`src/hdl/kld_pkg.sv`:
```
`default_nettype none

package kld_pkg;

   // Field widths
   localparam int CODE_W     = 8;
   localparam int CHAR_W     = 8;
   localparam int MOD_W      = 6;
   localparam int IDX_W      = 8;
   localparam int SCREEN_W   = 3;
   localparam int CSR_ADDR_W = 3;
   localparam int KEYMAP_AW  = 9;
   localparam int LINE_MAX_DEFAULT = 256;

   // Scancode and character constants
   localparam logic [CODE_W-1:0] RELEASE_BASE = 8'h80;
   localparam logic [CHAR_W-1:0] CH_NL   = 8'h0A;
   localparam logic [CHAR_W-1:0] CH_BS   = 8'h08;
   localparam logic [CHAR_W-1:0] CH_ZERO = 8'h30;
   localparam logic [CHAR_W-1:0] CH_SIX  = 8'h36;

   // Modifier bit positions
   localparam int MOD_SHIFT = 0;
   localparam int MOD_ALT   = 2;
   localparam int MOD_CAPS  = 3;
   localparam int MOD_LOCK0 = 3;

   // Configuration register indexes
   localparam logic [CSR_ADDR_W-1:0] REG_SHIFT  = 3'd0;
   localparam logic [CSR_ADDR_W-1:0] REG_CTRL   = 3'd1;
   localparam logic [CSR_ADDR_W-1:0] REG_ALT    = 3'd2;
   localparam logic [CSR_ADDR_W-1:0] REG_CAPS   = 3'd3;
   localparam logic [CSR_ADDR_W-1:0] REG_NUM    = 3'd4;
   localparam logic [CSR_ADDR_W-1:0] REG_SCROLL = 3'd5;

   // Configuration reset values
   localparam logic [CODE_W-1:0] SHIFT_RST  = 8'd42;
   localparam logic [CODE_W-1:0] CTRL_RST   = 8'd29;
   localparam logic [CODE_W-1:0] ALT_RST    = 8'd56;
   localparam logic [CODE_W-1:0] CAPS_RST   = 8'd58;
   localparam logic [CODE_W-1:0] NUM_RST    = 8'd69;
   localparam logic [CODE_W-1:0] SCROLL_RST = 8'd70;

   typedef enum logic [1:0] {
      FUNC_EVENT = 2'd0,
      FUNC_LOAD  = 2'd1,
      FUNC_START = 2'd2,
      FUNC_NONE  = 2'd3
   } func_type;

   // Keymap write request
   typedef struct packed {
      logic                 en;
      logic [KEYMAP_AW-1:0] addr;
      logic [CHAR_W-1:0]    data;
   } kld_wr_type;

   // Item handed from the decode stage to the line stage
   typedef struct packed {
      func_type         func;
      logic             lookup;
      logic [MOD_W-1:0] mods;
   } kld_s1_type;

   // Result item
   typedef struct packed {
      logic                dropped;
      logic [MOD_W-1:0]    modifier_bits;
      logic [SCREEN_W-1:0] screen_number;
      logic                switch_screen;
      logic                line_done;
      logic [CHAR_W-1:0]   buf_data;
      logic [IDX_W-1:0]    buf_index;
      logic                buf_write;
      logic                echo;
      logic [CHAR_W-1:0]   key_char;
   } kld_rsp_type;

endpackage

`default_nettype wire

```
`src/hdl/kld_keymap.sv`:
```
`default_nettype none

module kld_keymap
   import kld_pkg::*;
(
   input  wire logic                 clock,
   input  wire logic                 reset,
   input  wire kld_wr_type           wr,
   input  wire logic                 rd_en,
   input  wire logic [KEYMAP_AW-1:0] rd_addr,
   output logic [CHAR_W-1:0]         rd_data,
   output logic                      busy
);

   localparam int DEPTH = 2 ** KEYMAP_AW;

   logic [CHAR_W-1:0]    mem [DEPTH];
   logic                 clr_busy_ff, clr_busy_in;
   logic [KEYMAP_AW-1:0] clr_addr_ff, clr_addr_in;
   logic                 mem_we;
   logic [KEYMAP_AW-1:0] mem_waddr;
   logic [CHAR_W-1:0]    mem_wdata;
   logic [CHAR_W-1:0]    rd_data_ff;

   // Sweep every entry to zero after reset
   always_comb begin
      clr_busy_in = clr_busy_ff;
      clr_addr_in = clr_addr_ff;
      if (clr_busy_ff) begin
         clr_addr_in = clr_addr_ff + 1'b1;
         if (clr_addr_ff == KEYMAP_AW'(DEPTH - 1)) begin
            clr_busy_in = 1'b0;
         end
      end
   end

   always_ff @(posedge clock) begin
      if (reset) begin
         clr_busy_ff <= 1'b1;
         clr_addr_ff <= '0;
      end else begin
         clr_busy_ff <= clr_busy_in;
         clr_addr_ff <= clr_addr_in;
      end
   end

   // Select the clearing sweep or a load
   always_comb begin
      mem_we    = clr_busy_ff | wr.en;
      mem_waddr = clr_busy_ff ? clr_addr_ff : wr.addr;
      mem_wdata = clr_busy_ff ? '0 : wr.data;
   end

   // Single write port, registered read; read and write come from different items
   always_ff @(posedge clock) begin
      if (mem_we) begin
         mem[mem_waddr] <= mem_wdata;
      end
      if (rd_en) begin
         rd_data_ff <= mem[rd_addr];
      end
   end

   assign rd_data = rd_data_ff;
   assign busy    = clr_busy_ff;

endmodule

`default_nettype wire

```
`config.mk`:
```
export PLATFORM = sky130hd
export DESIGN_NAME = kld_keymap
export DESIGN_NICKNAME = d
export VERILOG_FILES = /design/src/hdl/kld_pkg.sv /design/src/hdl/kld_keymap.sv
export SDC_FILE = /design/constraint.sdc
export NUM_CORES = 2
export LEC_CHECK = 0
export ABC_AREA = 1
export BUFFER_PORTS_ARGS = -buffer_cell sky130_fd_sc_hd__buf_2
export CAP_MARGIN = 10
export CORE_MARGIN = 4
export CORE_UTILIZATION = 40
export CTS_CLUSTER_SIZE = 20
export DETAILED_ROUTE_END_ITERATION = 10
export RECOVER_POWER = 100
export SLEW_MARGIN = 25
export SYNTH_ARGS = -nofsm -noshare
export SYNTH_HDL_FRONTEND = slang
export SYNTH_SLANG_ARGS = --single-unit
```
`constraint.sdc`:
```
create_clock -name clock -period 19.6 [get_ports clock]
set_input_delay 2.94 -clock clock [delete_from_list [all_inputs] [get_ports clock]]
set_output_delay 2.94 -clock clock [all_outputs]
set_load 0.02 [all_outputs]
```
; Word level (Yosys, flattened, before mapping)
; Memories as Yosys holds them, arrays and structs flattened. A register that Yosys moved wholly into a read port is not among the register bits.
; Cells that the tools add are included.
[totals]
reg_bits = 10
ramBits = 4096
input_bits = 30
out_inout_bits = 9
wordCells = 12
mem_count = 1
[classes]
add_sub_neg = 1
n_eq_ne = 1
muxes = 6
bitwise = 1
[memory_table]
columns = memory, words, width, rd, rd_ports_with_merged_regs, write_ports, line_no
row1 = mem, 512, 8, 1, 1, 1, kld_keymap.sv:17  ; logic [CHAR_W-1:0] mem [DEPTH];
[op_table]
columns = op, count
row1 = $add A9 B1 Y9 const B, 1
row2 = $eq A9 B9 Y1 const B, 1
row3 = $mux W9, 1
row4 = $mux W8, 1
row5 = $mux W1, 4
row6 = $or A1 B1 Y1, 1

; Longest topological paths before layout
[logic_depth]
ltp_word = 3
mapped_depth = 15
ltp_nobuf = 11

; Worst setup path after synthesis
; No wires, ideal clock.
[synth_timing]
path_type = input-to-reg
from = input port wr[0] (netlist bit)
to = memory mem[0][0] (data pin)
setup_time_ns = 2.611
arrival_ns = 14.839
required_ns = 16.989
slack_ns = 2.150
cell_stages = 2
n_path_buf = 0
path_cell_list = inv_1 > nor2_1
[synth_between]
elab_chain_cells = 1
[synth_lines]
columns = element, line_no
row1 = start: declaration, kld_keymap.sv:8  ; input wire kld_wr_type wr,
row2 = $mux W8, kld_keymap.sv:51  ; mem_wdata = clr_busy_ff ? '0 : wr.data;
row3 = named net mem_wdata[0], kld_keymap.sv:22  ; logic [CHAR_W-1:0] mem_wdata;
row4 = end: declaration, kld_keymap.sv:17
; The timed path passes the listed nets, and every way through them passes these cells.

; Final worst setup path
[layout_timing]
from = input port wr[6] (netlist bit)
to = memory mem[33][6] (data pin)
; Same word-level chain as after synthesis.

==> results.py <==
metrics = {
    "global_route": {
        "grt_pass1_wl_mm": 689.8,
        "overflow": 0,
        "first_global_vias": 102200,
        "globalRouteMet1Util_pct": 29.84,
        "grt_use_total_pct": 21.33,
        "antenna_found_initial": 13,
        "met3_usage_pct": 3.100,
        "grt_max_degree": 214,
        "top_usage_layer": "met2",
        "grt_util_met2_pct": 34.08,
    },
    "clock_tree": {
        "cts_resized": 0,
        "clk_latency_ns": 0.97,
        "cts_setup_buffers": 0,
        "clock-root-buffer": "clkbuf_16",
        "clk_path_buf_depth": 4,
        "cts_sinks": 4114,
        "cts_hold_buffers": 0,
        "cts_tree": "built",
        "htreeDepth": 5,
        "cts.clk_slew.worst_paths_ns": 0.06,
        "numCtsBuffers": 412,
    },
    "worst_hold_path": {
        "hp-start": "clr_addr_ff[1]$_SDFFE_PP0P_",
        "hold_depth": 2,
        "hold_class": "flip-flop to flip-flop",
        "whs_endpoint": "clr_addr_ff[1]$_SDFFE_PP0P_",
    },
    "finish": {
        "nets": 13650,
        "drive_above_1_share_pct": 5.258,
        "layout.area.seq_mm2": 0.1234,
        "multi_input_area_mm2": 0.03839,
        "fill_cells": 37460,
        "postLayoutCoreUtil_pct": 44.31,
        "syn_to_final_growth_pct": 10.19,
    },
    "place": {
        "port_buffers": 38,
        "hpwl_mm": 252.4,
        "gp_congestion": 0.8168,
    },
    "synthesis": {
        "synth_cell_type_count": 25,
        "synth_top_family_by_area": "simple AND/OR/NAND/NOR gates",
        "synth_nets": 14000,
        "syn_avg_cell_area_um2": 11.92,
        "synthCells": 13970,
        "synthMuxAreaShare_pct": 0,
        "synth_top_cell_by_area": "edfxtp_1",
        "synth_compound_area_share_pct": 0.04509,
        "synth-xor-area-share_pct": 0.01052,
        "synth_ff_type": "edfxtp_1",
        "yosysSeqAreaShare_pct": 74.14,
        "synth_common_cells": "nand2_1, edfxtp_1, nand3_1",
        "synth_warnings": 0,
        "synth_top_area_share_pct": 74.02,
        "synthArstFlopShare_pct": 0,
        "yosysMostFrequentCell": "nand2_1",
        "ys_ff_latch": 4114,
        "synth_area_leaders": "edfxtp_1, nand3_1, nand2_1, buf_2, nor2_1",
        "syn_area_mm2": 0.1665,
        "yosys.area_share.adder_pct": 0.01503,
        "synth-edff-count": 4104,
        "synthSimpleGateAreaFrac_pct": 22.98,
    },
    "setup_path": {
        "endpoint_kind": "flip-flop",
        "crit_path_start_kind": "primary input",
        "slowest_delay_ns": 7.07,
        "rrSetupSlack_ns": 6.82,
        "r2r-end": "mem[33][6]$_DFFE_PP_",
        "crit_slowest_cell": "clkbuf_1",
        "critPathMostFrequentCell": "clkbuf_1",
        "r2r-start": "busy$_SDFF_PP1_",
        "cp.required_ns": 20.25,
        "cp.arrival_ns": 13.97,
        "worstSetupPathType": "primary input to flip-flop",
        "crit_chain": "buf_2 -> inv_1 -> nor2_4 -> clkbuf_1 -> clkbuf_1 -> buf_4",
        "cp_max_fo": 183,
        "r2r_cells": 5,
    },
    "drt": {
        "drt_first_iter_violations": 13070,
        "detailroute.via_count": 107600,
        "wl_per_cell_um": 24.16,
        "post_drt_via_cell_ratio": 5.537,
        "drc": 0,
        "wirelength_mm": 469.5,
        "antenna_left": 0,
        "dr.pass1.iters": 6,
    },
    "sta": {
        "rsz0062_at_grt": "false",
        "setup_viol": 0,
        "final.setup.tns_ns": 0,
        "min_period_ns": 13.33,
        "fin_skew_ns": 0.02818,
        "fin_crit_sh_pct": 67.99,
        "hold_viol": 0,
        "slew_headroom_pct": -580.6,
        "holdWs_ns": 0.5053,
        "fmax_mhz": 75.04,
        "worst_pin_slew_ns": 10.21,
        "finalMaxSlewViolations": 4158,
    },
    "floorplanning": {
        "initial_core_util_pct": 40.21,
        "dieArea_mm2": 0.4266,
        "floorplan.die.height_um": 653.1,
        "coreArea_mm2": 0.4140,
        "die_w_um": 653.1,
        "fp-row-count": 236,
        "io_pins": 39,
    },
    "power": {
        "p_per_area_mw_per_mm2": 99.02,
        "irDropWorstVdd_uv": 73.13,
        "p_leak_nw": 63.40,
    },
    "flow_run": {
        "maxCapViolations": 83,
    },
    "run_status": {
        "status": "finished with violations",
        "violations": "capacitance limit, slew limit",
    },
}
how the worst max path moves through the flow:
stage	startpoint	slack, ns	cells after the start	endpoint
global placement	rd_addr[0]	10.33	16	rd_data[0]$_DFFE_PP_
finish	wr[6]	6.27	6	mem[33][6]$_DFFE_PP_
floorplan	wr[0]	2.15	2	mem[0][0]$_DFFE_PP_
CTS	rd_addr[0]	11.32	16	rd_data[0]$_DFFE_PP_
global route	wr[6]	5.65	6	mem[27][6]$_DFFE_PP_
detailed placement	rd_addr[0]	10.29	16	rd_data[0]$_DFFE_PP_
cell type report:
cell class	instances	area share, %
multi-input combinational	8833	20.93
timing repair buffer	223	0.8273
tap	5474	3.733
clock buffer	497	5.892
sequential	4114	67.29
clock inverter	259	1.239
inverter	33	0.08798
antenna	5	0.006820
layer usage:
| layer | wire length, um | up-vias |
|---|---|---|
| met3 | 37700 | 786 |
| li1 | - | 49060 |
| met5 | 21 | - |
| met2 | 220100 | 4694 |
| met4 | 17470 | 4 |
| met1 | 194200 | 53080 |
layout by cell type, fill, tap and decap left out, types with 2 or more instances in the layout:
cell,Yosys,layout
a21oi_1,5,5
buf_12,0,11
buf_2,587,22
buf_4,30,101
buf_6,0,5
buf_8,0,3
bufinv_16,0,35
clkbuf_1,233,156
clkbuf_16,0,420
clkinv_1,0,105
clkinv_2,0,88
clkinv_8,0,10
clkinvlp_4,0,9
dfxtp_1,10,9
diode_2,0,5
edfxtp_1,4104,4104
ha_1,2,2
inv_1,28,26
inv_16,0,2
inv_6,0,11
inv_8,0,4
nand2_1,4168,4171
nand3_1,4085,4085
nor2_1,543,539
nor2_4,1,6
nor3_1,4,7
o21ai_0,10,9
xor2_1,2,2
through the flow:
stage                     worst slack [ns]  total power, mW  area, um^2  std cells
after floorplan                      2.150            10.30      166500      13970
after global placement               10.33            10.61      170800      18670
after detailed placement             10.29            10.62      170800      18680
after CTS                            11.32            18.25      183900      19430
after global routing                 5.647            18.69      183400      19430
final                                6.274            18.17      183500      19440
cells by family (layout without fill, tap and decap cells):
logic type	after synthesis	count (layout)
fa+ha+maj	2	2
xor+xnor	2	2
simple gates	8814	8814
other cells	0	5
compound gates	15	15
buf+inv	1020	1012
flops	4114	4114
sequential cells by signal, indices dropped and copies added (netlist names):
name and count:
busy 1, rd_data 8, clr_addr_ff 9, mem 4096
worst max-delay path, delay by kind of cell:
family                 cells  cell delay, ns
buffers and inverters      5           10.63
AND/OR/NAND/NOR            1            0.06
report_power, final:
part / total [mW] / switching, mW / internal [mW] / leakage [nW]
clock: 7.73 / 3.35 / 4.38 / 6.42
sequential: 9.54 / 0.00545 / 9.53 / 38.1
combinational: 0.896 / 0.674 / 0.222 / 18.9
total: 18.2 / 4.03 / 14.1 / 63.4
(Power assumes the default switching activity.)
