$ cat src/hdl/kld_pkg.sv
`default_nettype none

package kld_pkg;

   // Field widths
   localparam int CODE_W     = 8;
   localparam int CHAR_W     = 8;
   localparam int MOD_W      = 6;
   localparam int IDX_W      = 8;
   localparam int SCREEN_W   = 3;
   localparam int CSR_ADDR_W = 3;
   localparam int KEYMAP_AW  = 9;
   localparam int LINE_MAX_DEFAULT = 256;

   // Scancode and character constants
   localparam logic [CODE_W-1:0] RELEASE_BASE = 8'h80;
   localparam logic [CHAR_W-1:0] CH_NL   = 8'h0A;
   localparam logic [CHAR_W-1:0] CH_BS   = 8'h08;
   localparam logic [CHAR_W-1:0] CH_ZERO = 8'h30;
   localparam logic [CHAR_W-1:0] CH_SIX  = 8'h36;

   // Modifier bit positions
   localparam int MOD_SHIFT = 0;
   localparam int MOD_ALT   = 2;
   localparam int MOD_CAPS  = 3;
   localparam int MOD_LOCK0 = 3;

   // Configuration register indexes
   localparam logic [CSR_ADDR_W-1:0] REG_SHIFT  = 3'd0;
   localparam logic [CSR_ADDR_W-1:0] REG_CTRL   = 3'd1;
   localparam logic [CSR_ADDR_W-1:0] REG_ALT    = 3'd2;
   localparam logic [CSR_ADDR_W-1:0] REG_CAPS   = 3'd3;
   localparam logic [CSR_ADDR_W-1:0] REG_NUM    = 3'd4;
   localparam logic [CSR_ADDR_W-1:0] REG_SCROLL = 3'd5;

   // Configuration reset values
   localparam logic [CODE_W-1:0] SHIFT_RST  = 8'd42;
   localparam logic [CODE_W-1:0] CTRL_RST   = 8'd29;
   localparam logic [CODE_W-1:0] ALT_RST    = 8'd56;
   localparam logic [CODE_W-1:0] CAPS_RST   = 8'd58;
   localparam logic [CODE_W-1:0] NUM_RST    = 8'd69;
   localparam logic [CODE_W-1:0] SCROLL_RST = 8'd70;

   typedef enum logic [1:0] {
      FUNC_EVENT = 2'd0,
      FUNC_LOAD  = 2'd1,
      FUNC_START = 2'd2,
      FUNC_NONE  = 2'd3
   } func_type;

   // Keymap write request
   typedef struct packed {
      logic                 en;
      logic [KEYMAP_AW-1:0] addr;
      logic [CHAR_W-1:0]    data;
   } kld_wr_type;

   // Item handed from the decode stage to the line stage
   typedef struct packed {
      func_type         func;
      logic             lookup;
      logic [MOD_W-1:0] mods;
   } kld_s1_type;

   // Result item
   typedef struct packed {
      logic                dropped;
      logic [MOD_W-1:0]    modifier_bits;
      logic [SCREEN_W-1:0] screen_number;
      logic                switch_screen;
      logic                line_done;
      logic [CHAR_W-1:0]   buf_data;
      logic [IDX_W-1:0]    buf_index;
      logic                buf_write;
      logic                echo;
      logic [CHAR_W-1:0]   key_char;
   } kld_rsp_type;

endpackage

`default_nettype wire

$ cat src/hdl/kld_line.sv
`default_nettype none

module kld_line
   import kld_pkg::*;
#(
   parameter int LINE_MAX = LINE_MAX_DEFAULT
)(
   input  wire logic              clock,
   input  wire logic              reset,
   input  wire logic              s1_valid,
   input  wire kld_s1_type        s1_item,
   input  wire logic [CHAR_W-1:0] map_data,
   output logic                   s1_take,
   output logic                   rsp_valid,
   input  wire logic              rsp_ready,
   output kld_rsp_type            rsp_item
);

   localparam int LP_W = $clog2(LINE_MAX + 1);

   logic [LP_W-1:0] pos_ff, pos_in;
   logic [LP_W-1:0] pos_m1, pos_m2;
   logic            rsp_valid_ff;
   kld_rsp_type     rsp_ff, res;
   logic [CHAR_W-1:0] ch;

   // Advance when the output register is free or being emptied
   assign s1_take = s1_valid && (!rsp_valid_ff || rsp_ready);

   // Line editing
   always_comb begin
      ch     = s1_item.lookup ? map_data : '0;
      pos_m1 = pos_ff - 1'b1;
      pos_m2 = pos_ff - 2'd2;
      pos_in = pos_ff;
      res    = '0;
      res.key_char      = ch;
      res.modifier_bits = s1_item.mods;
      if (s1_item.func == FUNC_START) begin
         if (pos_ff == '0) begin
            pos_in = LP_W'(1);
         end
      end else if (s1_item.mods[MOD_ALT] && ch >= CH_ZERO && ch <= CH_SIX) begin
         res.switch_screen = 1'b1;
         res.screen_number = SCREEN_W'(ch - CH_ZERO);
      end else if (pos_ff != '0) begin
         if (ch == CH_NL) begin
            res.echo      = 1'b1;
            res.buf_write = 1'b1;
            res.buf_index = IDX_W'(pos_m1);
            res.line_done = 1'b1;
            pos_in        = '0;
         end else if (ch == CH_BS) begin
            if (pos_ff > LP_W'(1)) begin
               res.echo      = 1'b1;
               res.buf_write = 1'b1;
               res.buf_index = IDX_W'(pos_m2);
               pos_in        = pos_m1;
            end
         end else if (ch != '0) begin
            if (pos_ff >= LP_W'(LINE_MAX)) begin
               res.dropped = 1'b1;
            end else begin
               res.echo      = 1'b1;
               res.buf_write = 1'b1;
               res.buf_index = IDX_W'(pos_m1);
               res.buf_data  = ch;
               pos_in        = pos_ff + 1'b1;
            end
         end
      end
   end

   always_ff @(posedge clock) begin
      if (reset) begin
         pos_ff       <= '0;
         rsp_valid_ff <= 1'b0;
      end else begin
         if (s1_take) begin
            pos_ff       <= pos_in;
            rsp_valid_ff <= 1'b1;
         end else if (rsp_ready) begin
            rsp_valid_ff <= 1'b0;
         end
      end
   end

   // Hold the result until taken
   always_ff @(posedge clock) begin
      if (s1_take) begin
         rsp_ff <= res;
      end
   end

   assign rsp_valid = rsp_valid_ff;
   assign rsp_item  = rsp_ff;

endmodule

`default_nettype wire

$ cat config.mk
export PLATFORM = sky130hd
export DESIGN_NAME = kld_line
export DESIGN_NICKNAME = d
export VERILOG_FILES = /design/src/hdl/kld_pkg.sv /design/src/hdl/kld_line.sv
export SDC_FILE = /design/constraint.sdc
export NUM_CORES = 1
export LEC_CHECK = 0
export BUFFER_PORTS_ARGS = -buffer_cell sky130_fd_sc_hd__buf_4
export CAP_MARGIN = 20
export CORE_MARGIN = 2
export CORE_UTILIZATION = 25
export DETAILED_ROUTE_END_ITERATION = 12
export PLACE_DENSITY_LB_ADDON = 0.08
export SLEW_MARGIN = 20
export SYNTH_ARGS = -nofsm -noshare
export SYNTH_HDL_FRONTEND = slang
export SYNTH_SLANG_ARGS = --single-unit
$ cat constraint.sdc
create_clock -name clock -period 3.22 [get_ports clock]
set_input_delay 0.161 -clock clock [delete_from_list [all_inputs] [get_ports clock]]
set_output_delay 0.161 -clock clock [all_outputs]
set_load 0.02 [all_outputs]
; Yosys cells after proc, flatten, opt, wreduce, memory -nomap -nowiden
; Index checks and enable logic that the tools add are counted.
[totals]
ff_bits = 48
inputBits = 21
out_inout_bits = 40
elab_cells = 66
[op_classes]
n_addsub = 4
order_cmp = 4
n_eq_ne = 7
mux = 20
bitwise = 3
reduce_logical = 16
[ops]
columns = cell, n
row1 = $mux 9, 9
row2 = $mux 10, 5
row3 = $eq 8x4->1 const B, 2
row4 = $add 9x1->9 const B, 1
row5 = $ge 9x9->1 const B, 1
row6 = $gt 9x1->1 const B, 1
row7 = $logic_not 9->1, 1
row8 = $reduce_bool 9->1, 1
row9 = $sub 9x1->9 const B, 1
row10 = $ge 8x6->1 const B, 1
row11 = $le 8x6->1 const B, 1
row12 = $mux 8, 1
row13 = $reduce_bool 8->1, 1
row14 = $sub 8x2->8 const B, 1
row15 = $reduce_and 7->1, 1
row16 = $reduce_or 7->1, 1
row17 = $reduce_or 6->1, 1
row18 = $mux 1, 5
row19 = $ne 4x3->1 const B, 1
row20 = $ne 4x4->1 const B, 1
row21 = $reduce_bool 2->1, 2
row22 = $reduce_bool 4->1, 1
row23 = $logic_and 1x1->1, 3
row24 = $not 1->1, 3
row25 = other kinds (8), 8

; Depth between registers and ports, before layout
[logic_depth]
depth_word = 8
depth_mapped = 9

; Least setup slack after synthesis
; No wires, ideal clock.
[synth_timing]
path_kind = register to register
from = register pos_ff[2]
to = register pos_ff[6]
setup_ns = 0.070
arrival_ns = 2.321
required_ns = 3.150
path_slack_ns = 0.829
path_stages_with_launch = 9
path_buffers = 0
cell_sequence = dfxtp_1 -> inv_1 -> ha_1 -> a21boi_0 -> o211ai_1 -> o311ai_0 -> a211o_4 -> or4_1 -> a21oi_1
[synth_between]
elab_chain_len = 8
[synth_lines]
columns = item, line
row1 = "start, declared", kld_line.sv:21  ; logic [LP_W-1:0] pos_ff, pos_in;
row2 = "start signal, assigned", kld_line.sv:80  ; pos_ff <= pos_in;
row3 = $add 9x1->9, kld_line.sv:68  ; pos_in = pos_ff + 1'b1;
row4 = $mux 9, kld_line.sv:61  ; if (pos_ff >= LP_W'(LINE_MAX)) begin
row5 = $mux 9, kld_line.sv:60  ; end else if (ch != '0) begin
row6 = $mux 9, kld_line.sv:53  ; end else if (ch == CH_BS) begin
row7 = $mux 9, kld_line.sv:47  ; if (ch == CH_NL) begin
row8 = $mux 9, kld_line.sv:46  ; end else if (pos_ff != '0) begin
row9 = $mux 9, kld_line.sv:43  ; end else if (s1_item.mods[MOD_ALT] && ch >= CH_ZERO && ch <= CH_SIX) begin
row10 = $mux 9, kld_line.sv:39  ; if (s1_item.func == FUNC_START) begin
; Parallel ways exist; a longest one is shown, timed or not. The select of a mux whose other input is x is not followed.
; A chain may end at the register's enable or synchronous reset.

; Worst setup path in the final report
[layout_timing]
from = register pos_ff[2]
to = register pos_ff[7]
; The elaborated chain is that of the path after synthesis.

==> run metrics <==
flops & latches, synth=47; worst r2r src=pos_ff[2]; H-tree levels=2; Fin Setup TNS=0 ns; post-synthesis sequential area ratio=0.522; hold buffer count at CTS=0; crit end category=flop; GRT Total Usage=0.127; CTS sink cnt=47; kind of critical path=reg -> reg; r2r setup slk=0.36 ns; Synth top area share=0.442; Avg Cell Area, Syn=10.5 sq um; RePlAce Congestion=0.798; row cnt=36; cell area after synthesis=2510 sq um; VDD IR max=0.156 mV; FF-to-FF End=pos_ff[7]; leakage=1.27 nW; Cells after Synth=240; layout net count=328; Pwr Density=423 nW/um^2; first-pass GRT wire length=10,800 um; DRC=0; Hold WC Path Type=in -> reg; Rel. slew slack=0.423; core area=9770 sq um; initial antenna violation count=0; cts bufs inserted=5; final-report hold violation count=0; Post-Place Worst Slack=0.410 ns; fraction of registers with async set/reset=0; Layout area overhead=27.1%; Netlist cell types=60; # diodes=0; worst reg2reg path depth=8; Detail Route Antenna Nets=0; Total Die Area=10,900 sq um; clock tree from TritonCTS=built; Initial Util=0.257; CTS root buffer=clkbuf_8; Least-Margin Pin Slew=0.864 ns; slack of the critical path=0.358 ns; hold path startpoint=s1_item[0]; Hold Path Depth=1; part of the power in combinational logic=0.150; post-layout min period=2.86 ns; PostCTS Resize Cnt=0; Worst Hold Path EP=rsp_item[31]; largest area contributor in the netlist=edfxtp_1; Core Util, Final=0.327; share of layout cells above drive strength 1=0.296; clock insertion delay at the later pin of the skew report=0.30 ns; dpl hpwl=4960 um; wirelength, routed=6660 um; IO Count=61; postcts setup bufs=0; setup violators final=0; vias in the first global route=1,970; Clock Skew=0.00579 ns; max-cap violation count=0; Post-Syn Nets=268; Longest Clk Path Bufs=2; EDFF count, synth=37; Clk pwr share=0.334; run status=completed; YS warnings=0; CP max FO=17; number of DRC markers in iteration 0=96; Synth top cells by count=37 x edfxtp_1, 24 x nor2_1, 20 x nand2_1; vias per std cell=4.67; Die Height=104 um; synth top area cells=edfxtp_1 44%, dfxtp_1 8.0%, nor2_1 3.6%; Max Freq=0.349 GHz; GRT overflow=0; internal power=0.997 mW; WL/cell=15.4 um; Sw Ratio=0.261; Pins Over Slew Limit=0; CP startpoint kind=flop; CTS clock-pin slew for the worst setup and hold paths=0.10 ns; via count=2,028; RSZ-0062 raised after global routing=no; arrival time worst endpoint=3.10 ns; largest net degree at the start of global routing=23; most frequent cell after synthesis=edfxtp_1; Net Sw Power=0.352 mW; period utilisation layout=0.889; die width=104 um; Post-synth top flop=edfxtp_1; 1st-pass router iterations=4; sequential share of power=0.516; PortBufs=60; Critical Path RT=3.46 ns
through the flow:
stage | area, sq um | power [mW] | std cells | hold WS [ns]
after CTS | 3190 | 1.37 | 434 | 0.0209
final | 3190 | 1.35 | 434 | 0.0332
after global routing | 3190 | 1.41 | 434 | 0.0102
after floorplan | 2510 | 0.825 | 240 | 0.260
after global placement | 3080 | 0.916 | 426 | 0.343
after detailed placement | 3080 | 0.916 | 426 | 0.342
cell type report:
cell class / count / area (sq um)
Sequential cell: 47 / 1310
Tap cell: 133 / 166
Timing Repair Buffer: 65 / 488
Inverter: 17 / 63.8
Clock inverter: 3 / 43.8
Multi-Input combinational cell: 164 / 1050
Fill cell: 1025 / 6580
Clock buffer: 5 / 68.8
state kept, by name, summed over array words and instances (netlist names):
signal / count
pos_ff: 9
rsp_item: 37
rsp_valid: 1
routing by layer:
| metal | vias up | GRT usage | part of all wire |
|---|---|---|---|
| met5 | - | 0 | 0 |
| met3 | 7 | 0.0251 | 0.051 |
| met2 | 64 | 0.184 | 0.41 |
| li1 | 1017 | - | - |
| met4 | 0 | 0.0376 | 0.016 |
| met1 | 940 | 0.189 | 0.53 |
placed cells by master (no fill, tap or decap), types with 3 or more instances in the layout:
cell	n
a211oi_1	6
a21oi_1	13
a22oi_1	3
a311oi_1	4
and2_1	4
buf_4	65
clkbuf_8	5
dfxtp_1	10
edfxtp_1	37
ha_1	7
inv_1	17
nand2_1	20
nand2b_1	5
nand3_1	6
nand4_1	5
nor2_1	24
nor3_1	9
nor4_1	3
o21a_1	4
o21ai_0	6
or3_1	3
or4_1	3
power groups by stage:
stage	logic [mW]	registers (mW)	clock network, mW
after global routing	0.223	0.700	0.491
after floorplan	0.0807	0.744	0
final	0.203	0.696	0.450
after detailed placement	0.206	0.711	0
after global placement	0.206	0.710	0
after CTS	0.206	0.697	0.468
worst max-delay path: stages (launching register included):
cell	delay, ns
dfxtp_1	0.49
inv_1	0.14
ha_1	0.26
a21boi_0	0.19
o211ai_1	0.44
o311ai_0	0.25
a211o_4	0.40
or4_1	0.49
a21oi_1	0.15
worst max-delay path by stage:
stage / start / endpoint / slack (ns) / cells past startpoint
after floorplan: pos_ff[2] / pos_ff[6] / 0.83 / 8
after global placement: pos_ff[2] / pos_ff[7] / 0.52 / 8
after detailed placement: pos_ff[2] / pos_ff[6] / 0.41 / 8
after CTS: pos_ff[2] / pos_ff[7] / 0.38 / 8
after global routing: pos_ff[1] / pos_ff[7] / 0.06 / 8
final: pos_ff[2] / pos_ff[7] / 0.36 / 8
logic make-up (layout without fill, tap and decap cells):
family,after synthesis,count (layout),synth area share
AOI/OAI and AO/OA,58,58,0.174
buffers and inverters,29,90,0.0598
DFF,47,47,0.522
xor gates and xnor gates,2,2,0.00697
adders and majority gates,7,7,0.0349
and+or+nand+nor,97,97,0.202
No activity file was read; power rests on OpenSTA's default activity.
