==> src/hdl/kld_pkg.sv <==
`default_nettype none

package kld_pkg;

   // Field widths
   localparam int CODE_W     = 8;
   localparam int CHAR_W     = 8;
   localparam int MOD_W      = 6;
   localparam int IDX_W      = 8;
   localparam int SCREEN_W   = 3;
   localparam int CSR_ADDR_W = 3;
   localparam int KEYMAP_AW  = 9;
   localparam int LINE_MAX_DEFAULT = 256;

   // Scancode and character constants
   localparam logic [CODE_W-1:0] RELEASE_BASE = 8'h80;
   localparam logic [CHAR_W-1:0] CH_NL   = 8'h0A;
   localparam logic [CHAR_W-1:0] CH_BS   = 8'h08;
   localparam logic [CHAR_W-1:0] CH_ZERO = 8'h30;
   localparam logic [CHAR_W-1:0] CH_SIX  = 8'h36;

   // Modifier bit positions
   localparam int MOD_SHIFT = 0;
   localparam int MOD_ALT   = 2;
   localparam int MOD_CAPS  = 3;
   localparam int MOD_LOCK0 = 3;

   // Configuration register indexes
   localparam logic [CSR_ADDR_W-1:0] REG_SHIFT  = 3'd0;
   localparam logic [CSR_ADDR_W-1:0] REG_CTRL   = 3'd1;
   localparam logic [CSR_ADDR_W-1:0] REG_ALT    = 3'd2;
   localparam logic [CSR_ADDR_W-1:0] REG_CAPS   = 3'd3;
   localparam logic [CSR_ADDR_W-1:0] REG_NUM    = 3'd4;
   localparam logic [CSR_ADDR_W-1:0] REG_SCROLL = 3'd5;

   // Configuration reset values
   localparam logic [CODE_W-1:0] SHIFT_RST  = 8'd42;
   localparam logic [CODE_W-1:0] CTRL_RST   = 8'd29;
   localparam logic [CODE_W-1:0] ALT_RST    = 8'd56;
   localparam logic [CODE_W-1:0] CAPS_RST   = 8'd58;
   localparam logic [CODE_W-1:0] NUM_RST    = 8'd69;
   localparam logic [CODE_W-1:0] SCROLL_RST = 8'd70;

   typedef enum logic [1:0] {
      FUNC_EVENT = 2'd0,
      FUNC_LOAD  = 2'd1,
      FUNC_START = 2'd2,
      FUNC_NONE  = 2'd3
   } func_type;

   // Keymap write request
   typedef struct packed {
      logic                 en;
      logic [KEYMAP_AW-1:0] addr;
      logic [CHAR_W-1:0]    data;
   } kld_wr_type;

   // Item handed from the decode stage to the line stage
   typedef struct packed {
      func_type         func;
      logic             lookup;
      logic [MOD_W-1:0] mods;
   } kld_s1_type;

   // Result item
   typedef struct packed {
      logic                dropped;
      logic [MOD_W-1:0]    modifier_bits;
      logic [SCREEN_W-1:0] screen_number;
      logic                switch_screen;
      logic                line_done;
      logic [CHAR_W-1:0]   buf_data;
      logic [IDX_W-1:0]    buf_index;
      logic                buf_write;
      logic                echo;
      logic [CHAR_W-1:0]   key_char;
   } kld_rsp_type;

endpackage

`default_nettype wire

==> src/hdl/kld_decode.sv <==
`default_nettype none

module kld_decode
   import kld_pkg::*;
(
   input  wire logic                  clock,
   input  wire logic                  reset,
   // configuration
   input  wire logic                  csr_we,
   input  wire logic [CSR_ADDR_W-1:0] csr_addr,
   input  wire logic [CODE_W-1:0]     csr_wdata,
   // input item
   input  wire logic                  req_valid,
   output logic                       req_ready,
   input  wire func_type              req_func,
   input  wire logic [CODE_W-1:0]     req_scancode,
   input  wire logic [IDX_W-1:0]      req_table_index,
   input  wire logic                  req_table_shifted,
   input  wire logic [CHAR_W-1:0]     req_table_char,
   input  wire logic                  map_busy,
   // keymap access
   output kld_wr_type                 map_wr,
   output logic                       map_rd_en,
   output logic [KEYMAP_AW-1:0]       map_rd_addr,
   // to line stage
   output logic                       s1_valid,
   output kld_s1_type                 s1_item,
   input  wire logic                  s1_take
);

   logic [CODE_W-1:0] shift_ff, ctrl_ff, alt_ff, caps_ff, num_ff, scroll_ff;
   logic [MOD_W-1:0]  mod_ff, mod_in;
   logic              s1_valid_ff, s1_valid_in;
   kld_s1_type        s1_item_ff, s1_item_in;
   logic              accept;
   logic              is_rel;
   logic [CODE_W-1:0] base;
   logic [2:0]        hold_hit, lock_hit;
   logic [2:0]        hold_sel, lock_sel;
   logic              lookup;

   // Configuration writes; indexes beyond the list are ignored
   always_ff @(posedge clock) begin
      if (reset) begin
         shift_ff  <= SHIFT_RST;
         ctrl_ff   <= CTRL_RST;
         alt_ff    <= ALT_RST;
         caps_ff   <= CAPS_RST;
         num_ff    <= NUM_RST;
         scroll_ff <= SCROLL_RST;
      end else if (csr_we) begin
         unique case (csr_addr)
            REG_SHIFT:  shift_ff  <= csr_wdata;
            REG_CTRL:   ctrl_ff   <= csr_wdata;
            REG_ALT:    alt_ff    <= csr_wdata;
            REG_CAPS:   caps_ff   <= csr_wdata;
            REG_NUM:    num_ff    <= csr_wdata;
            REG_SCROLL: scroll_ff <= csr_wdata;
            default: ;
         endcase
      end
   end

   // Take a new item when the keymap is not being cleared and stage one is empty or moving on
   assign req_ready = !map_busy && (!s1_valid_ff || s1_take);
   assign accept    = req_valid && req_ready;

   // Match held and lock keys, first match wins
   always_comb begin
      is_rel   = req_scancode > RELEASE_BASE;
      base     = is_rel ? (req_scancode - RELEASE_BASE) : req_scancode;
      hold_hit = {base == alt_ff, base == ctrl_ff, base == shift_ff};
      lock_hit = {req_scancode == scroll_ff, req_scancode == num_ff,
                  req_scancode == caps_ff};
      hold_sel = hold_hit & ~{hold_hit[1] | hold_hit[0], hold_hit[0], 1'b0};
      lock_sel = lock_hit & ~{lock_hit[1] | lock_hit[0], lock_hit[0], 1'b0};
   end

   // Update modifiers and decide on a keymap lookup
   always_comb begin
      mod_in = mod_ff;
      lookup = 1'b0;
      if (is_rel) begin
         mod_in = mod_ff & ~{3'b000, hold_sel};
      end else if (hold_hit != '0) begin
         mod_in = mod_ff | {3'b000, hold_sel};
      end else if (lock_hit != '0) begin
         mod_in = mod_ff ^ {lock_sel, 3'b000};
      end else begin
         lookup = 1'b1;
      end
   end

   // Drive keymap ports
   always_comb begin
      map_wr.en   = accept && (req_func == FUNC_LOAD);
      map_wr.addr = {req_table_shifted, req_table_index};
      map_wr.data = req_table_char;
      map_rd_en   = accept && (req_func == FUNC_EVENT) && lookup;
      map_rd_addr = {mod_ff[MOD_SHIFT] | mod_ff[MOD_CAPS], req_scancode};
   end

   // Load stage one
   always_comb begin
      s1_valid_in = s1_valid_ff;
      s1_item_in  = s1_item_ff;
      if (accept) begin
         s1_valid_in       = 1'b1;
         s1_item_in.func   = req_func;
         s1_item_in.lookup = 1'b0;
         s1_item_in.mods   = mod_ff;
         unique case (req_func)
            FUNC_EVENT: begin
               s1_item_in.lookup = lookup;
               s1_item_in.mods   = mod_in;
            end
            FUNC_LOAD, FUNC_START, FUNC_NONE: ;
            default: ;
         endcase
      end else if (s1_take) begin
         s1_valid_in = 1'b0;
      end
   end

   always_ff @(posedge clock) begin
      if (reset) begin
         mod_ff      <= '0;
         s1_valid_ff <= 1'b0;
      end else begin
         if (accept && (req_func == FUNC_EVENT)) begin
            mod_ff <= mod_in;
         end
         s1_valid_ff <= s1_valid_in;
      end
   end

   always_ff @(posedge clock) begin
      s1_item_ff <= s1_item_in;
   end

   assign s1_valid = s1_valid_ff;
   assign s1_item  = s1_item_ff;

endmodule

`default_nettype wire

==> config.mk <==
export PLATFORM = sky130hd
export DESIGN_NAME = kld_decode
export DESIGN_NICKNAME = d
export VERILOG_FILES = /design/src/hdl/kld_pkg.sv /design/src/hdl/kld_decode.sv
export SDC_FILE = /design/constraint.sdc
export NUM_CORES = 1
export LEC_CHECK = 0
export BUFFER_PORTS_ARGS = -buffer_cell sky130_fd_sc_hd__buf_2
export CAP_MARGIN = 10
export CORE_UTILIZATION = 37
export DETAILED_ROUTE_END_ITERATION = 12
export GPL_ROUTABILITY_DRIVEN = 0
export PLACE_DENSITY = 0.6
export SYNTH_ARGS = -nofsm -noshare
export SYNTH_HDL_FRONTEND = slang
export SYNTH_SLANG_ARGS = --single-unit
==> constraint.sdc <==
create_clock -name clock -period 6.1 [get_ports clock]
set_input_delay 0.61 -clock clock [delete_from_list [all_inputs] [get_ports clock]]
set_output_delay 0.61 -clock clock [all_outputs]
set_load 0.01 [all_outputs]
# Word-level counts from Yosys, hierarchy flattened
# Index checks and enable logic that the tools add are counted.
# word_totals
ff_bits	64
inputBits	44
output_inout_bits	39
wordCells	65
# classes
add_sub_neg	1
n_lt_le_gt_ge	1
eq_ne	12
muxes	10
bitwise_logic	11
reduce_logical	19
# ops
cell	count
== test 8 bit	6
2-to-1 mux 6 bit	4
AND reduction 2 bit	6
greater-than comparator 8 bit, second input constant	1
2-to-1 mux 8 bit	1
subtractor 8 bit, second input constant	1
bitwise AND 3 bit	2
bitwise AND 6 bit	1
== test 3 x 2 -> 1 bit, second input constant	2
== test 3 bit, second input constant	2
NOT 3 bit	2
NOT 3 -> 6 bit	1
OR 6 x 3 -> 6 bit	1
nonzero test 3 bit	2
bitwise XOR 6 bit	1
logical AND 1 bit	5
2-to-1 mux 1 bit	5
== test 3 x 1 -> 1 bit, second input constant	1
logical NOT 3 bit	1
OR 1 bit	3
== test 2 x 1 -> 1 bit, second input constant	1
logical NOT 1 bit	2
logical NOT 2 bit	1
nonzero test 2 bit	1
logical OR 1 bit	1

# Longest topological paths before layout
# depth
word_depth	10
mapped_depth	8
ltp_nobuf	6

# Least setup slack after synthesis
# Ideal clock, no wire load.
# synth_timing
kind	input to output
startpoint	input port req_scancode[2]
endpoint	output port map_rd_en
arrival_ps	2856
t_required_ps	5490
slack_ps	2634
cell_stages	8
n_path_buf	2
cell_sequence	buf_4 > or4b_4 > buf_6 > o21ai_2 > a21boi_2 > or4b_4 > or3_1 > nor2_1
# synth_via
elab_chain_cells	7
word_cells_on_any_way	15
cone_classes	add/sub: 1; order compare: 1; eq/ne: 6; mux: 4; reduce/logical: 3
# synth_lines
item	line_no	rtl
start, declared	kld_decode.sv:16	input wire logic [CODE_W-1:0] req_scancode,
subtractor 8 bit / greater-than comparator 8 bit (equally long branches)	kld_decode.sv:71, kld_decode.sv:70	
2-to-1 mux 8 bit	kld_decode.sv:71	base = is_rel ? (req_scancode - RELEASE_BASE) : req_scancode;
== test 8 bit	kld_decode.sv:72	hold_hit = {base == alt_ff, base == ctrl_ff, base == shift_ff};
nonzero test 3 bit	kld_decode.sv:85	end else if (hold_hit != '0) begin
2-to-1 mux 1 bit	kld_decode.sv:85	
2-to-1 mux 1 bit *	kld_decode.sv:83	if (is_rel) begin
logical AND 1 bit *	kld_decode.sv:99	map_rd_en = accept && (req_func == FUNC_EVENT) && lookup;
end, declared	kld_decode.sv:23	output logic map_rd_en,
# Mark *: on every way between the ends. The rest lies on a longest branch, timed or not.

# Worst setup path in the final report
# layout_timing
startpoint	input port req_scancode[0]
endpoint	output port map_rd_en
# The elaborated chain is that of the path after synthesis.

==> summary.txt <==
# Max-Cap Violations - 0
wire per inst - 15.8 um
PostCTS Resize Cnt - 0
DP Cell Count - 497
startpoint types - input port
TritonRoute pass-1 iters - 4
fin area - 0.00357 mm^2
initial antenna violation count - 0
fill count - 876
Iter 0 DRT Violations - 138
ANT nets after route - 0
HPWL after DPL - 5830 um
first-pass GRT wire length - 13100 um
Fin Setup TNS - 0 ns
register area - 0.00137 mm^2
Internal - 0.623 mW
setup ws final - 2.33 ns
Final nets - 444
Achievable Freq - 0.266 GHz
synthesized area - 0.00333 mm^2
CP required - 5.49 ns
Worst-path clk slew - 0.07 ns
Synthesized Nets - 430
WP depth - 8
status - finished clean
Diodes inserted - 0
final WL - 8130 um
worst-path fanout max - 8
via count - 2600
clk buf depth - 2
Logic pwr share - 0.116
Net Sw Frac - 0.266
number of synthesized register bits - 64
Slowest cell on crit path - or4_1
Avg Inst Size Synth - 8.64 um^2
core area - 0.00872 mm^2
R2R Setup Slk - 3.83 ns
Sw Pwr - 0.225 mW
Post-synth EDFFs - 9
Die Span Y - 96.9 um
gr ovfl total - 0
Finished Layout Cells - 513
Setup Skew - 0.00933 ns
Port Buffers - 48
dpl cell area - 0.00341 mm^2
Reg power frac - 0.525
total CTS buffers - 9
fin crit period - 3.77 ns
H-tree levels - 3
cell leakage power - 1.31 nW
post-CTS setup buffers - 0
clk_lat worst skew - 0.34 ns
multi-input logic area - 0.00166 mm^2
CP most frequent cell - buf_2
Row Count - 34
ys flop type - dfxtp_1
RSZ-0062 raised after global routing - no
Cell Pwr Density - 238 mW/mm^2
WP buf/inv - 2
Crit. End Element - primary output
root buf cell - clkbuf_8
Async S/R FF share, synth - 0
R2R depth - 6
die area - 0.00940 mm^2
Reg-to-Reg End - mod_ff[2]$_SDFFE_PP0P_
synthesized instance count - 386
CP max stage delay - 0.66 ns
chip width - 96.9 um
final hold violations - 0
Hold WS - 0.469 ns
vias in the first global route - 2492
via/cell ratio - 5.07
Final period util - 0.617
Reg-to-Reg Start - alt_ff[3]$_SDFFE_PP1P_
Worst Hold End - ctrl_ff[5]$_SDFFE_PP0P_
sequential cell area fraction in the yosys report - 0.411
CTS Sinks - 64
IO Count - 83
CTS tree - done
Tot GR Track Use - 0.181
Distinct cells, synth - 38
CP Cell Sequence - buf_2 > or4_1 > o21ai_2 > a21boi_2 > or4b_4 > or3_1 > nor2_1 > buf_2
Hold Path Origin - ctrl_ff[5]$_SDFFE_PP0P_
Min-Delay Path Depth - 2
largest net degree at the start of global routing - 56
DRC violations left - 0
relative slew slack - 0.185
worst vdd ir - 0.124 mV
final-report max-slew violation count - 0
synth warn - 0
worst slew pin tran - 1.22 ns
Clk pwr share - 0.360
Area Growth Syn to Fin - 7.05%
worst slack at placement - 2.33 ns
CP arrival - 3.16 ns
Hold-fix buffers, CTS - 0
kind of critical path - in2out
Hold Path Class - reg2reg
Top delay family on crit path - simple AND/OR/NAND/NOR gates
Final setup violation count - 0
Starting Density - 0.382
share of cells above drive strength 1 - 0.175
==> cells in the mapped netlist (3+ instances only) <==
cell | number | area, um^2
nor2_1 | 17 | 63.8
a211o_1 | 3 | 26.3
mux2i_1 | 8 | 80.1
nor4b_1 | 3 | 26.3
buf_4 | 27 | 203
xnor2_1 | 40 | 350
nor2b_1 | 8 | 50.1
nand2_1 | 88 | 330
buf_6 | 3 | 33.8
xor2_1 | 9 | 78.8
nor4_1 | 4 | 25.0
nor4b_2 | 3 | 45.0
clkbuf_1 | 11 | 41.3
a21oi_1 | 26 | 130
o21ai_0 | 6 | 30.0
nor3_1 | 4 | 20.0
edfxtp_1 | 9 | 270
nand3_1 | 9 | 45.0
dfxtp_1 | 55 | 1100
nand3b_1 | 20 | 150
nand4_1 | 9 | 56.3
==> tightest hold or removal path, delay by kind of cell (launching register included) <==
kind,cells,cell delay [ns]
AO/OA/AOI/OAI,1,0.05
flip-flops,1,0.32
AND/OR/NAND/NOR,1,0.05
==> layout make-up <==
type	instances	share of cell area
Clock buffer	12	0.0379
Timing Repair Buffer	48	0.0673
Inverter	2	0.00210
Sequential cell	64	0.384
Multi-Input combinational cell	275	0.465
Tap cell	108	0.0379
Clock inverter	4	0.00596
==> layout by cell type, fill, tap and decap left out, drive strengths merged, types with 12 or more instances in the layout <==
| cell | instances |
|---|---|
| a21oi | 26 |
| clkbuf | 12 |
| dfxtp | 55 |
| buf | 48 |
| nor2 | 17 |
| nand3b | 20 |
| xnor2 | 40 |
| nand2 | 88 |
==> how the worst max path moves through the flow <==
stage                endpoint             from
floorplan           map_rd_en  req_scancode[2]
global placement    map_rd_en  req_scancode[0]
detailed placement  map_rd_en  req_scancode[0]
CTS                 map_rd_en  req_scancode[0]
global route        map_rd_en  req_scancode[0]
finish              map_rd_en  req_scancode[0]
==> power groups by stage <==
stage                     Sequential [mW]  Clock (mW)  Combinational, mW
after global routing                0.446       0.329              0.108
after CTS                           0.445       0.312             0.0989
after detailed placement            0.455           0             0.0984
final                               0.445       0.305             0.0981
after floorplan                     0.455           0             0.0778
after global placement              0.454           0             0.0973
==> kinds of logic after synthesis <==
family                 count (synthesis)  synth area share
flip-flops                            64             0.411
buffers and inverters                 47            0.0912
AND/OR/NAND/NOR                      178             0.275
XOR/XNOR                              49             0.129
multiplexers                          10            0.0308
AO/OA/AOI/OAI                         38            0.0634
==> metal layers <==
layer	track usage	routed length, um	vias up
li1	-	-	1295
met1	0.236	3710	1208
met2	0.287	3770	85
met3	0.0499	537	12
met4	0.0608	120	0
met5	0	0	-
==> per-stage QoR <==
step | power [mW] | utilization
CTS | 0.856 | 0.409
finish | 0.848 | 0.409
detailed placement | 0.553 | 0.391
global route | 0.883 | 0.409
floorplan | 0.533 | -
global placement | 0.552 | 0.391
==> flip-flops by register name, indices dropped and copies added, names as in the netlist <==
signal	cells
alt_ff	8
ctrl_ff	8
shift_ff	8
s1_valid	1
mod_ff	6
scroll_ff	8
caps_ff	8
s1_item	9
num_ff	8
Note: power is estimated with default switching activity, not from simulation.
